File: src/rtl/vrgr_pkg.sv
// Shared constants, types and helpers for the vertical RGBA gradient row block.
package vrgr_pkg;

    localparam int NCH           = 4;   // r, g, b, a lanes
    localparam int CH_W          = 8;
    localparam int ROW_W         = 12;
    localparam int HEIGHT_W      = 13;
    localparam int COLOR_W       = 32;
    localparam int CFG_IDX_W     = 2;
    localparam int BITS_PER_STEP = 2;   // quotient bits resolved per divider stage
    localparam int NSTEP         = CH_W / BITS_PER_STEP;

    typedef enum logic [CFG_IDX_W-1:0] {
        CFG_PANEL_HEIGHT = 2'd0,
        CFG_TOP_COLOR    = 2'd1,
        CFG_BOTTOM_COLOR = 2'd2
    } t_cfg_idx;

    typedef logic [CH_W-1:0] t_chan;

    // Lane k of a packed colour, lane 0 being red in the top byte.
    function automatic t_chan chan_of(input logic [COLOR_W-1:0] color, input int k);
        return color[COLOR_W-1-CH_W*k -: CH_W];
    endfunction

endpackage

File: src/rtl/vrgr_prep.sv
// First pipeline stage: row clamp and per-lane magnitude and sign of the colour step.
module vrgr_prep #(
    parameter int DW = 12
) (
    input  logic                                         i_clk,
    input  logic                                         i_rst_n,
    input  logic                                         i_valid,
    output logic                                         o_ready,
    input  logic [vrgr_pkg::ROW_W-1:0]                   i_row,
    input  logic [DW-1:0]                                i_div,
    input  logic [vrgr_pkg::COLOR_W-1:0]                 i_top,
    input  logic [vrgr_pkg::COLOR_W-1:0]                 i_bot,
    output logic                                         o_valid,
    input  logic                                         i_ready,
    output logic [DW-1:0]                                o_row,
    output logic [vrgr_pkg::NCH-1:0][vrgr_pkg::CH_W-1:0] o_mag,
    output logic [vrgr_pkg::NCH-1:0]                     o_neg,
    output logic [vrgr_pkg::NCH-1:0][vrgr_pkg::CH_W-1:0] o_base
);
    import vrgr_pkg::*;

    localparam int CMP_W = (DW > ROW_W) ? DW : ROW_W;

    logic                            r_valid;
    logic [DW-1:0]                   r_row,  n_row;
    logic [NCH-1:0][CH_W-1:0]        r_mag,  n_mag;
    logic [NCH-1:0]                  r_neg,  n_neg;
    logic [NCH-1:0][CH_W-1:0]        r_base, n_base;

    assign o_ready = ~r_valid | i_ready;

    always_comb begin
        t_chan a;
        t_chan b;
        if (CMP_W'(i_row) > CMP_W'(i_div)) begin
            n_row = i_div;
        end else begin
            n_row = DW'(CMP_W'(i_row));
        end
        for (int k = 0; k < NCH; k++) begin
            a = chan_of(i_top, k);
            b = chan_of(i_bot, k);
            n_base[k] = a;
            n_neg[k]  = (b < a);
            n_mag[k]  = (b < a) ? (a - b) : (b - a);
        end
    end

    always_ff @(posedge i_clk) begin
        if (!i_rst_n) begin
            r_valid <= 1'b0;
        end else if (o_ready) begin
            r_valid <= i_valid;
        end
    end

    always_ff @(posedge i_clk) begin
        if (o_ready && i_valid) begin
            r_row  <= n_row;
            r_mag  <= n_mag;
            r_neg  <= n_neg;
            r_base <= n_base;
        end
    end

    assign o_valid = r_valid;
    assign o_row   = r_row;
    assign o_mag   = r_mag;
    assign o_neg   = r_neg;
    assign o_base  = r_base;

endmodule

File: src/rtl/vrgr_mul.sv
// Second pipeline stage: magnitude times clamped row, one multiplier per lane.
module vrgr_mul #(
    parameter int DW = 12,
    parameter int NW = 20
) (
    input  logic                                         i_clk,
    input  logic                                         i_rst_n,
    input  logic                                         i_valid,
    output logic                                         o_ready,
    input  logic [DW-1:0]                                i_row,
    input  logic [vrgr_pkg::NCH-1:0][vrgr_pkg::CH_W-1:0] i_mag,
    input  logic [vrgr_pkg::NCH-1:0]                     i_neg,
    input  logic [vrgr_pkg::NCH-1:0][vrgr_pkg::CH_W-1:0] i_base,
    output logic                                         o_valid,
    input  logic                                         i_ready,
    output logic [vrgr_pkg::NCH-1:0][NW-1:0]             o_num,
    output logic [vrgr_pkg::NCH-1:0]                     o_neg,
    output logic [vrgr_pkg::NCH-1:0][vrgr_pkg::CH_W-1:0] o_base
);
    import vrgr_pkg::*;

    logic                     r_valid;
    logic [NCH-1:0][NW-1:0]   r_num, n_num;
    logic [NCH-1:0]           r_neg;
    logic [NCH-1:0][CH_W-1:0] r_base;

    assign o_ready = ~r_valid | i_ready;

    always_comb begin
        for (int k = 0; k < NCH; k++) begin
            n_num[k] = NW'(i_mag[k]) * NW'(i_row);
        end
    end

    always_ff @(posedge i_clk) begin
        if (!i_rst_n) begin
            r_valid <= 1'b0;
        end else if (o_ready) begin
            r_valid <= i_valid;
        end
    end

    always_ff @(posedge i_clk) begin
        if (o_ready && i_valid) begin
            r_num  <= n_num;
            r_neg  <= i_neg;
            r_base <= i_base;
        end
    end

    assign o_valid = r_valid;
    assign o_num   = r_num;
    assign o_neg   = r_neg;
    assign o_base  = r_base;

endmodule

File: src/rtl/vrgr_div_step.sv
// One restoring-divider stage: resolves BITS_PER_STEP quotient bits on every lane.
module vrgr_div_step #(
    parameter int DW   = 12,
    parameter int NW   = 20,
    parameter int STEP = 0
) (
    input  logic                                         i_clk,
    input  logic                                         i_rst_n,
    input  logic                                         i_valid,
    output logic                                         o_ready,
    input  logic [DW-1:0]                                i_div,
    input  logic [vrgr_pkg::NCH-1:0][NW-1:0]             i_rem,
    input  logic [vrgr_pkg::NCH-1:0][vrgr_pkg::CH_W-1:0] i_quo,
    input  logic [vrgr_pkg::NCH-1:0]                     i_neg,
    input  logic [vrgr_pkg::NCH-1:0][vrgr_pkg::CH_W-1:0] i_base,
    output logic                                         o_valid,
    input  logic                                         i_ready,
    output logic [vrgr_pkg::NCH-1:0][NW-1:0]             o_rem,
    output logic [vrgr_pkg::NCH-1:0][vrgr_pkg::CH_W-1:0] o_quo,
    output logic [vrgr_pkg::NCH-1:0]                     o_neg,
    output logic [vrgr_pkg::NCH-1:0][vrgr_pkg::CH_W-1:0] o_base
);
    import vrgr_pkg::*;

    localparam int HI = CH_W - 1 - BITS_PER_STEP * STEP;

    logic                     r_valid;
    logic [NCH-1:0][NW-1:0]   r_rem, n_rem;
    logic [NCH-1:0][CH_W-1:0] r_quo, n_quo;
    logic [NCH-1:0]           r_neg;
    logic [NCH-1:0][CH_W-1:0] r_base;

    assign o_ready = ~r_valid | i_ready;

    // Quotient never exceeds 255, so the remainder is always below div << 8.
    always_comb begin
        logic [NW-1:0] trial;
        n_rem = i_rem;
        n_quo = i_quo;
        for (int k = 0; k < NCH; k++) begin
            for (int b = 0; b < BITS_PER_STEP; b++) begin
                trial = NW'(i_div) << (HI - b);
                if (n_rem[k] >= trial) begin
                    n_rem[k]        = n_rem[k] - trial;
                    n_quo[k][HI-b]  = 1'b1;
                end
            end
        end
    end

    always_ff @(posedge i_clk) begin
        if (!i_rst_n) begin
            r_valid <= 1'b0;
        end else if (o_ready) begin
            r_valid <= i_valid;
        end
    end

    always_ff @(posedge i_clk) begin
        if (o_ready && i_valid) begin
            r_rem  <= n_rem;
            r_quo  <= n_quo;
            r_neg  <= i_neg;
            r_base <= i_base;
        end
    end

    assign o_valid = r_valid;
    assign o_rem   = r_rem;
    assign o_quo   = r_quo;
    assign o_neg   = r_neg;
    assign o_base  = r_base;

endmodule

File: src/rtl/vertical_rgba_gradient_row.sv
// Top level of the vertical RGBA gradient row generator: config, pipeline, output register.
//
//  channel  direction  handshake                   payload
//  row      in         i_row_valid / o_row_ready   i_row_index
//  pix      out        o_pix_valid / i_pix_ready   o_red, o_green, o_blue, o_alpha
//  cfg      in         i_cfg_valid / o_cfg_ready   i_cfg_index, i_cfg_data
//
// Seven register stages: clamp, multiply, four divider stages (two quotient bits
// each), sign fix-up into the output register. One item per cycle unless stalled.
// Each stage has its own valid bit and takes a new item when empty or when its
// successor takes; a stalled output holds while bubbles further up still fill.
// Synchronous active-low reset clears the valid bits and the config registers.
module vertical_rgba_gradient_row #(
    parameter int MAX_ROWS = 4096
) (
    input  logic                               i_clk,
    input  logic                               i_rst_n,
    input  logic                               i_row_valid,
    output logic                               o_row_ready,
    input  logic [vrgr_pkg::ROW_W-1:0]         i_row_index,
    output logic                               o_pix_valid,
    input  logic                               i_pix_ready,
    output logic [vrgr_pkg::CH_W-1:0]          o_red,
    output logic [vrgr_pkg::CH_W-1:0]          o_green,
    output logic [vrgr_pkg::CH_W-1:0]          o_blue,
    output logic [vrgr_pkg::CH_W-1:0]          o_alpha,
    input  logic                               i_cfg_valid,
    output logic                               o_cfg_ready,
    input  logic [vrgr_pkg::CFG_IDX_W-1:0]     i_cfg_index,
    input  logic [vrgr_pkg::COLOR_W-1:0]       i_cfg_data
);
    import vrgr_pkg::*;

    // Divisor width: the divisor is at most MAX_ROWS - 1.
    localparam int DW  = $clog2(MAX_ROWS);
    localparam int NW  = DW + CH_W;
    localparam int HW0 = DW + 1;
    localparam int HW  = (HW0 > HEIGHT_W) ? HW0 : HEIGHT_W;

    // ---- configuration registers ----
    logic [HEIGHT_W-1:0] r_panel_height;
    logic [COLOR_W-1:0]  r_top_color;
    logic [COLOR_W-1:0]  r_bottom_color;

    assign o_cfg_ready = 1'b1;

    always_ff @(posedge i_clk) begin
        if (!i_rst_n) begin
            r_panel_height <= '0;
            r_top_color    <= '0;
            r_bottom_color <= '0;
        end else if (i_cfg_valid) begin
            unique case (t_cfg_idx'(i_cfg_index))
                CFG_PANEL_HEIGHT: r_panel_height <= i_cfg_data[HEIGHT_W-1:0];
                CFG_TOP_COLOR:    r_top_color    <= i_cfg_data;
                CFG_BOTTOM_COLOR: r_bottom_color <= i_cfg_data;
                default: ;  // unused index, write dropped
            endcase
        end
    end

    // ---- divisor: saturate height to MAX_ROWS, then height - 1, never below 1 ----
    // The user must change config only while the pipeline is empty (the block does
    // not enforce it); only then does this stay steady for every item in flight.
    logic [HW-1:0] w_hsat;
    logic [HW-1:0] w_div_full;
    logic [DW-1:0] w_div;

    always_comb begin
        if (HW'(r_panel_height) > HW'(MAX_ROWS)) begin
            w_hsat = HW'(MAX_ROWS);
        end else begin
            w_hsat = HW'(r_panel_height);
        end
        if (w_hsat > HW'(1)) begin
            w_div_full = w_hsat - HW'(1);
        end else begin
            w_div_full = HW'(1);
        end
    end

    assign w_div = w_div_full[DW-1:0];

    // ---- stage 1: clamp and colour step ----
    logic                     w_p_valid, w_p_ready;
    logic [DW-1:0]            w_p_row;
    logic [NCH-1:0][CH_W-1:0] w_p_mag;
    logic [NCH-1:0]           w_p_neg;
    logic [NCH-1:0][CH_W-1:0] w_p_base;

    vrgr_prep #(.DW(DW)) u_prep (
        .i_clk   (i_clk),
        .i_rst_n (i_rst_n),
        .i_valid (i_row_valid),
        .o_ready (o_row_ready),
        .i_row   (i_row_index),
        .i_div   (w_div),
        .i_top   (r_top_color),
        .i_bot   (r_bottom_color),
        .o_valid (w_p_valid),
        .i_ready (w_p_ready),
        .o_row   (w_p_row),
        .o_mag   (w_p_mag),
        .o_neg   (w_p_neg),
        .o_base  (w_p_base)
    );

    // ---- stage 2: product |step| * row, the dividend ----
    // Slot 0 of the chain arrays is the multiplier output; slot s+1 the output
    // of divider stage s.
    logic [NSTEP:0]                     w_valid;
    logic [NSTEP:0]                     w_ready;
    logic [NSTEP:0][NCH-1:0][NW-1:0]    w_rem;
    logic [NSTEP:0][NCH-1:0][CH_W-1:0]  w_quo;
    logic [NSTEP:0][NCH-1:0]            w_neg;
    logic [NSTEP:0][NCH-1:0][CH_W-1:0]  w_base;

    vrgr_mul #(.DW(DW), .NW(NW)) u_mul (
        .i_clk   (i_clk),
        .i_rst_n (i_rst_n),
        .i_valid (w_p_valid),
        .o_ready (w_p_ready),
        .i_row   (w_p_row),
        .i_mag   (w_p_mag),
        .i_neg   (w_p_neg),
        .i_base  (w_p_base),
        .o_valid (w_valid[0]),
        .i_ready (w_ready[0]),
        .o_num   (w_rem[0]),
        .o_neg   (w_neg[0]),
        .o_base  (w_base[0])
    );

    assign w_quo[0] = '0;

    // ---- stages 3..6: unsigned divide by the divisor, MSB first ----
    for (genvar s = 0; s < NSTEP; s++) begin : g_div
        vrgr_div_step #(.DW(DW), .NW(NW), .STEP(s)) u_step (
            .i_clk   (i_clk),
            .i_rst_n (i_rst_n),
            .i_valid (w_valid[s]),
            .o_ready (w_ready[s]),
            .i_div   (w_div),
            .i_rem   (w_rem[s]),
            .i_quo   (w_quo[s]),
            .i_neg   (w_neg[s]),
            .i_base  (w_base[s]),
            .o_valid (w_valid[s+1]),
            .i_ready (w_ready[s+1]),
            .o_rem   (w_rem[s+1]),
            .o_quo   (w_quo[s+1]),
            .o_neg   (w_neg[s+1]),
            .o_base  (w_base[s+1])
        );
    end

    // ---- stage 7: top +/- quotient into the output register ----
    // Truncating division of a signed step equals the sign applied to the
    // unsigned quotient of its magnitude; the sum always stays in 0..255.
    logic                     r_out_valid;
    logic [NCH-1:0][CH_W-1:0] r_chan, n_chan;
    logic                     w_out_take;

    assign w_ready[NSTEP] = ~r_out_valid | i_pix_ready;
    assign w_out_take     = w_ready[NSTEP] & w_valid[NSTEP];

    always_comb begin
        for (int k = 0; k < NCH; k++) begin
            if (w_neg[NSTEP][k]) begin
                n_chan[k] = w_base[NSTEP][k] - w_quo[NSTEP][k];
            end else begin
                n_chan[k] = w_base[NSTEP][k] + w_quo[NSTEP][k];
            end
        end
    end

    always_ff @(posedge i_clk) begin
        if (!i_rst_n) begin
            r_out_valid <= 1'b0;
        end else if (w_ready[NSTEP]) begin
            r_out_valid <= w_valid[NSTEP];
        end
    end

    always_ff @(posedge i_clk) begin
        if (w_out_take) begin
            r_chan <= n_chan;
        end
    end

    assign o_pix_valid = r_out_valid;
    assign o_red       = r_chan[0];
    assign o_green     = r_chan[1];
    assign o_blue      = r_chan[2];
    assign o_alpha     = r_chan[3];

endmodule
File: config.mk
export PLATFORM = sky130hd
export DESIGN_NAME = vertical_rgba_gradient_row
export DESIGN_NICKNAME = d
export VERILOG_FILES = /design/src/rtl/vrgr_pkg.sv /design/src/rtl/vrgr_prep.sv /design/src/rtl/vrgr_mul.sv /design/src/rtl/vrgr_div_step.sv /design/src/rtl/vertical_rgba_gradient_row.sv
export SDC_FILE = /design/constraint.sdc
export NUM_CORES = 2
export LEC_CHECK = 0
export BUFFER_PORTS_ARGS = -buffer_cell sky130_fd_sc_hd__clkbuf_2
export CAP_MARGIN = 20
export CELL_PAD_IN_SITES_DETAIL_PLACEMENT = 0
export CELL_PAD_IN_SITES_GLOBAL_PLACEMENT = 1
export CORE_UTILIZATION = 53
export DETAILED_ROUTE_END_ITERATION = 12
export GPL_TIMING_DRIVEN = 0
export MAX_ROUTING_LAYER = met4
export PLACE_DENSITY_LB_ADDON = 0.3
export SLEW_MARGIN = 15
export SYNTH_ARGS = -nofsm -noshare
export SYNTH_HDL_FRONTEND = slang
export SYNTH_HIERARCHICAL = 1
export SYNTH_SLANG_ARGS = --single-unit
File: constraint.sdc
create_clock -name i_clk -period 8.9 [get_ports i_clk]
set_clock_uncertainty 0.1 [all_clocks]
set_input_delay 1.78 -clock i_clk [delete_from_list [all_inputs] [get_ports i_clk]]
set_output_delay 1.78 -clock i_clk [all_outputs]
set_load 0.01 [all_outputs]
==> impl_metrics.ini <==
[setup_path]
reg2regPathDepth = 26
end_kind = register
cp_slowest_stage_delay_ns = 0.56
path_max_fanout = 10
reg2reg_slack_ns = 0.52
startpoint_type = register
worstSetupPathType = reg -> reg
crit_buf_inv = 6
reg2reg_to = g_div[2].u_step/o_rem[53]$_DFFE_PP_
r2r_start = r_panel_height[12]$_SDFFE_PN0P_
critical_path.top_delay_family = compound AO/OA/AOI/OAI gates
crit_slowest_cell = a21o_1
critPathArrivalTime_ns = 8.68
critical_path_required_ns = 9.20

[floorplan]
die-height_um = 357
io-pin-count = 86
die_w_um = 357
num_rows = 129
die-area_um2 = 127000
start_util_pct = 53.7
coreArea_um2 = 124000

[global_routing]
grt_overflow_total = 0
grt_first_pass_wirelength_mm = 269
grt_pass1_vias = 47600
grt_max_degree = 65
grt.total_usage_pct = 28.2
antenna_found_initial = 6

[clock_tree]
cts_tree = built
max-clock-path-buffers = 3
clk_pin_slew_ns = 0.06
htreeDepth = 3
ctsHoldBuffers = 0
cts-root-buf = clkbuf_16
cts.sinks = 824
numCtsBuffers = 86
insertion_delay_ns = 0.70

[placed_design]
place.gp.congestion = 0.939
io_buffers = 84
dp_hpwl_mm = 136

[drt]
drc = 0
final_antenna_net_count = 0
dr_total_vias = 48900
drt-total-wl_mm = 174
wl_per_cell_um = 20.4
viasPerCell = 5.73
drtPass1Iterations = 5
drtIter0Drc = 3334

[sta]
period_share_pct = 94.2
setup_tns_ns = 0
slew_headroom_pct = 41.2
final_hold_viol_count = 0
finalSetupViolCount = 0
final_max_slew_viol_count = 0
rsz0062_at_grt = no
fin_crit_ns = 8.38
tightest_slew_ns = 0.875
max_freq_mhz = 119

[power]
powerDensity_nw_per_um2 = 420
finalPower_mw = 30.6
leakage_nw = 29.7
irDropWorstVdd_uv = 446

[cells_and_area]
seqCellArea_um2 = 23900
nets = 7806
fillCellCount = 10700
syn_to_final_growth_pct = 9.29
multi_input_area_um2 = 39900
final_layout_size_suffix_gt1_share_pct = 9.27

[logic_synthesis]
syn_area_um2 = 66800
avgSynthCellArea_um2 = 10.1
synthCells = 6583
yosysWarnings = 6

[hold_path]
hp-start = u_mul/o_base[2]$_DFFE_PP_
hold_class = reg -> reg
min_path_cells = 0
min_to = g_div[0].u_step/o_base[2]$_DFFE_PP_

[run]
cap_violations = 0

[run_status]
status = finished clean
==> flip-flops by register name, summed over array words and instances, names as in the netlist, 8 cells and up <==
signal / count
r_panel_height: 13
u_mul/o_num: 80
o_green: 8
r_top_color: 32
g_div.u_step/o_quo: 128
u_mul/o_base: 32
g_div.u_step/o_neg: 16
u_prep/o_mag: 32
o_blue: 8
u_prep/o_base: 32
g_div.u_step/o_rem: 240
o_alpha: 8
o_red: 8
g_div.u_step/o_base: 128
u_prep/o_row: 12
r_bottom_color: 32
==> report_power, final <==
group          switching [mW]  internal, mW  total [mW]
Sequential              0.397          5.67        6.06
Clock                    1.53          2.22        3.75
Combinational            11.7          9.11        20.8
==> metal layers <==
| layer | part of all wire (%) | up-vias | global-route usage, % |
|---|---|---|---|
| met5 | 0 | - | - |
| met1 | 44 | 23300 | 36.9 |
| li1 | - | 23900 | - |
| met4 | 5.0 | 0 | 12.9 |
| met3 | 5.0 | 339 | 2.75 |
| met2 | 45 | 1355 | 44.3 |
==> cell type report <==
class	count	area share, %
multi-input cells	4994	54.7
clock buffers	113	3.16
well taps	1637	2.81
repair buffers	121	1.29
inverters	607	3.17
plain buffers	187	1.21
flip-flops and latches	824	32.7
diodes	5	0.0171
clock inverters	45	0.905
==> worst max path at each step <==
stage	from	end	slack [ns]	cells after the start
after global routing	r_panel_height[12]$_SDFFE_PN0P_	g_div[1].u_step/o_rem[52]$_DFFE_PP_	0.002	28
after global placement	r_panel_height[12]$_SDFFE_PN0P_	g_div[2].u_step/o_rem[53]$_DFFE_PP_	-3.29	29
after detailed placement	r_panel_height[12]$_SDFFE_PN0P_	g_div[2].u_step/o_rem[53]$_DFFE_PP_	-0.71	30
final	r_panel_height[12]$_SDFFE_PN0P_	g_div[2].u_step/o_rem[53]$_DFFE_PP_	0.52	26
after floorplan	r_panel_height[12]$_SDFFE_PN0P_	g_div[0].u_step/o_rem[10]$_DFFE_PP_	0.91	28
after CTS	r_panel_height[12]$_SDFFE_PN0P_	g_div[2].u_step/o_quo[10]$_SDFFCE_PP1P_	0.01	30
==> cells in the final DEF, fill, tap and decap left out, types with 84 or more instances in the layout <==
| cell | count |
|---|---|
| nand2_1 | 545 |
| mux2_2 | 150 |
| a21boi_0 | 101 |
| dfxtp_1 | 84 |
| xor2_1 | 125 |
| nor3_1 | 92 |
| ha_1 | 650 |
| nand2b_1 | 96 |
| clkbuf_16 | 87 |
| edfxtp_1 | 740 |
| clkbuf_2 | 92 |
| a21oi_1 | 392 |
| a21o_1 | 145 |
| nor2_1 | 338 |
| and2_1 | 341 |
| fa_1 | 284 |
| clkbuf_1 | 147 |
| inv_1 | 597 |
| o21ai_0 | 240 |
| xnor2_1 | 303 |
==> worst register-to-register path, stage by stage, from the launching register on <==
cell        delay, ns
dfxtp_1          0.39
clkbuf_2         0.24
nand2b_1         0.21
ha_1             0.22
o2111ai_2        0.49
a21o_1           0.56
clkinvlp_4       0.33
ha_1             0.44
nand3_1          0.16
or3_1            0.43
o41a_1           0.49
o21ai_2          0.13
buf_2            0.31
clkbuf_4         0.30
a21oi_1          0.18
fa_1             0.46
a21oi_1          0.25
o211ai_1         0.14
and4_1           0.23
nor4_1           0.32
nor2_1           0.14
o31ai_2          0.35
nor4bb_2         0.30
o211a_1          0.19
buf_2            0.21
buf_6            0.19
mux2_1           0.34
==> per-stage QoR <==
stage / hold slack (ns) / setup slack, ns / cells / cell area (um^2) / util, %
2_1_floorplan: 0.300 / 0.913 / 6614 / 66900 / -
3_3_place_gp: 0.300 / -3.29 / 8335 / 69400 / 55.8
3_5_place_dp: 0.305 / -0.705 / 8348 / 69700 / 56.1
4_1_cts: 0.305 / 0.00961 / 8515 / 72800 / 58.6
5_1_grt: 0.316 / 0.00191 / 8533 / 73000 / 58.7
6_report: 0.299 / 0.520 / 8533 / 73000 / 58.7
==> repair_timing <==
action                     4_1_cts  5_1_grt
setup endpoints to repair       40      180
buffers inserted                 9       15
gates resized for setup         10       25
Note: power is estimated with default switching activity, not from simulation.
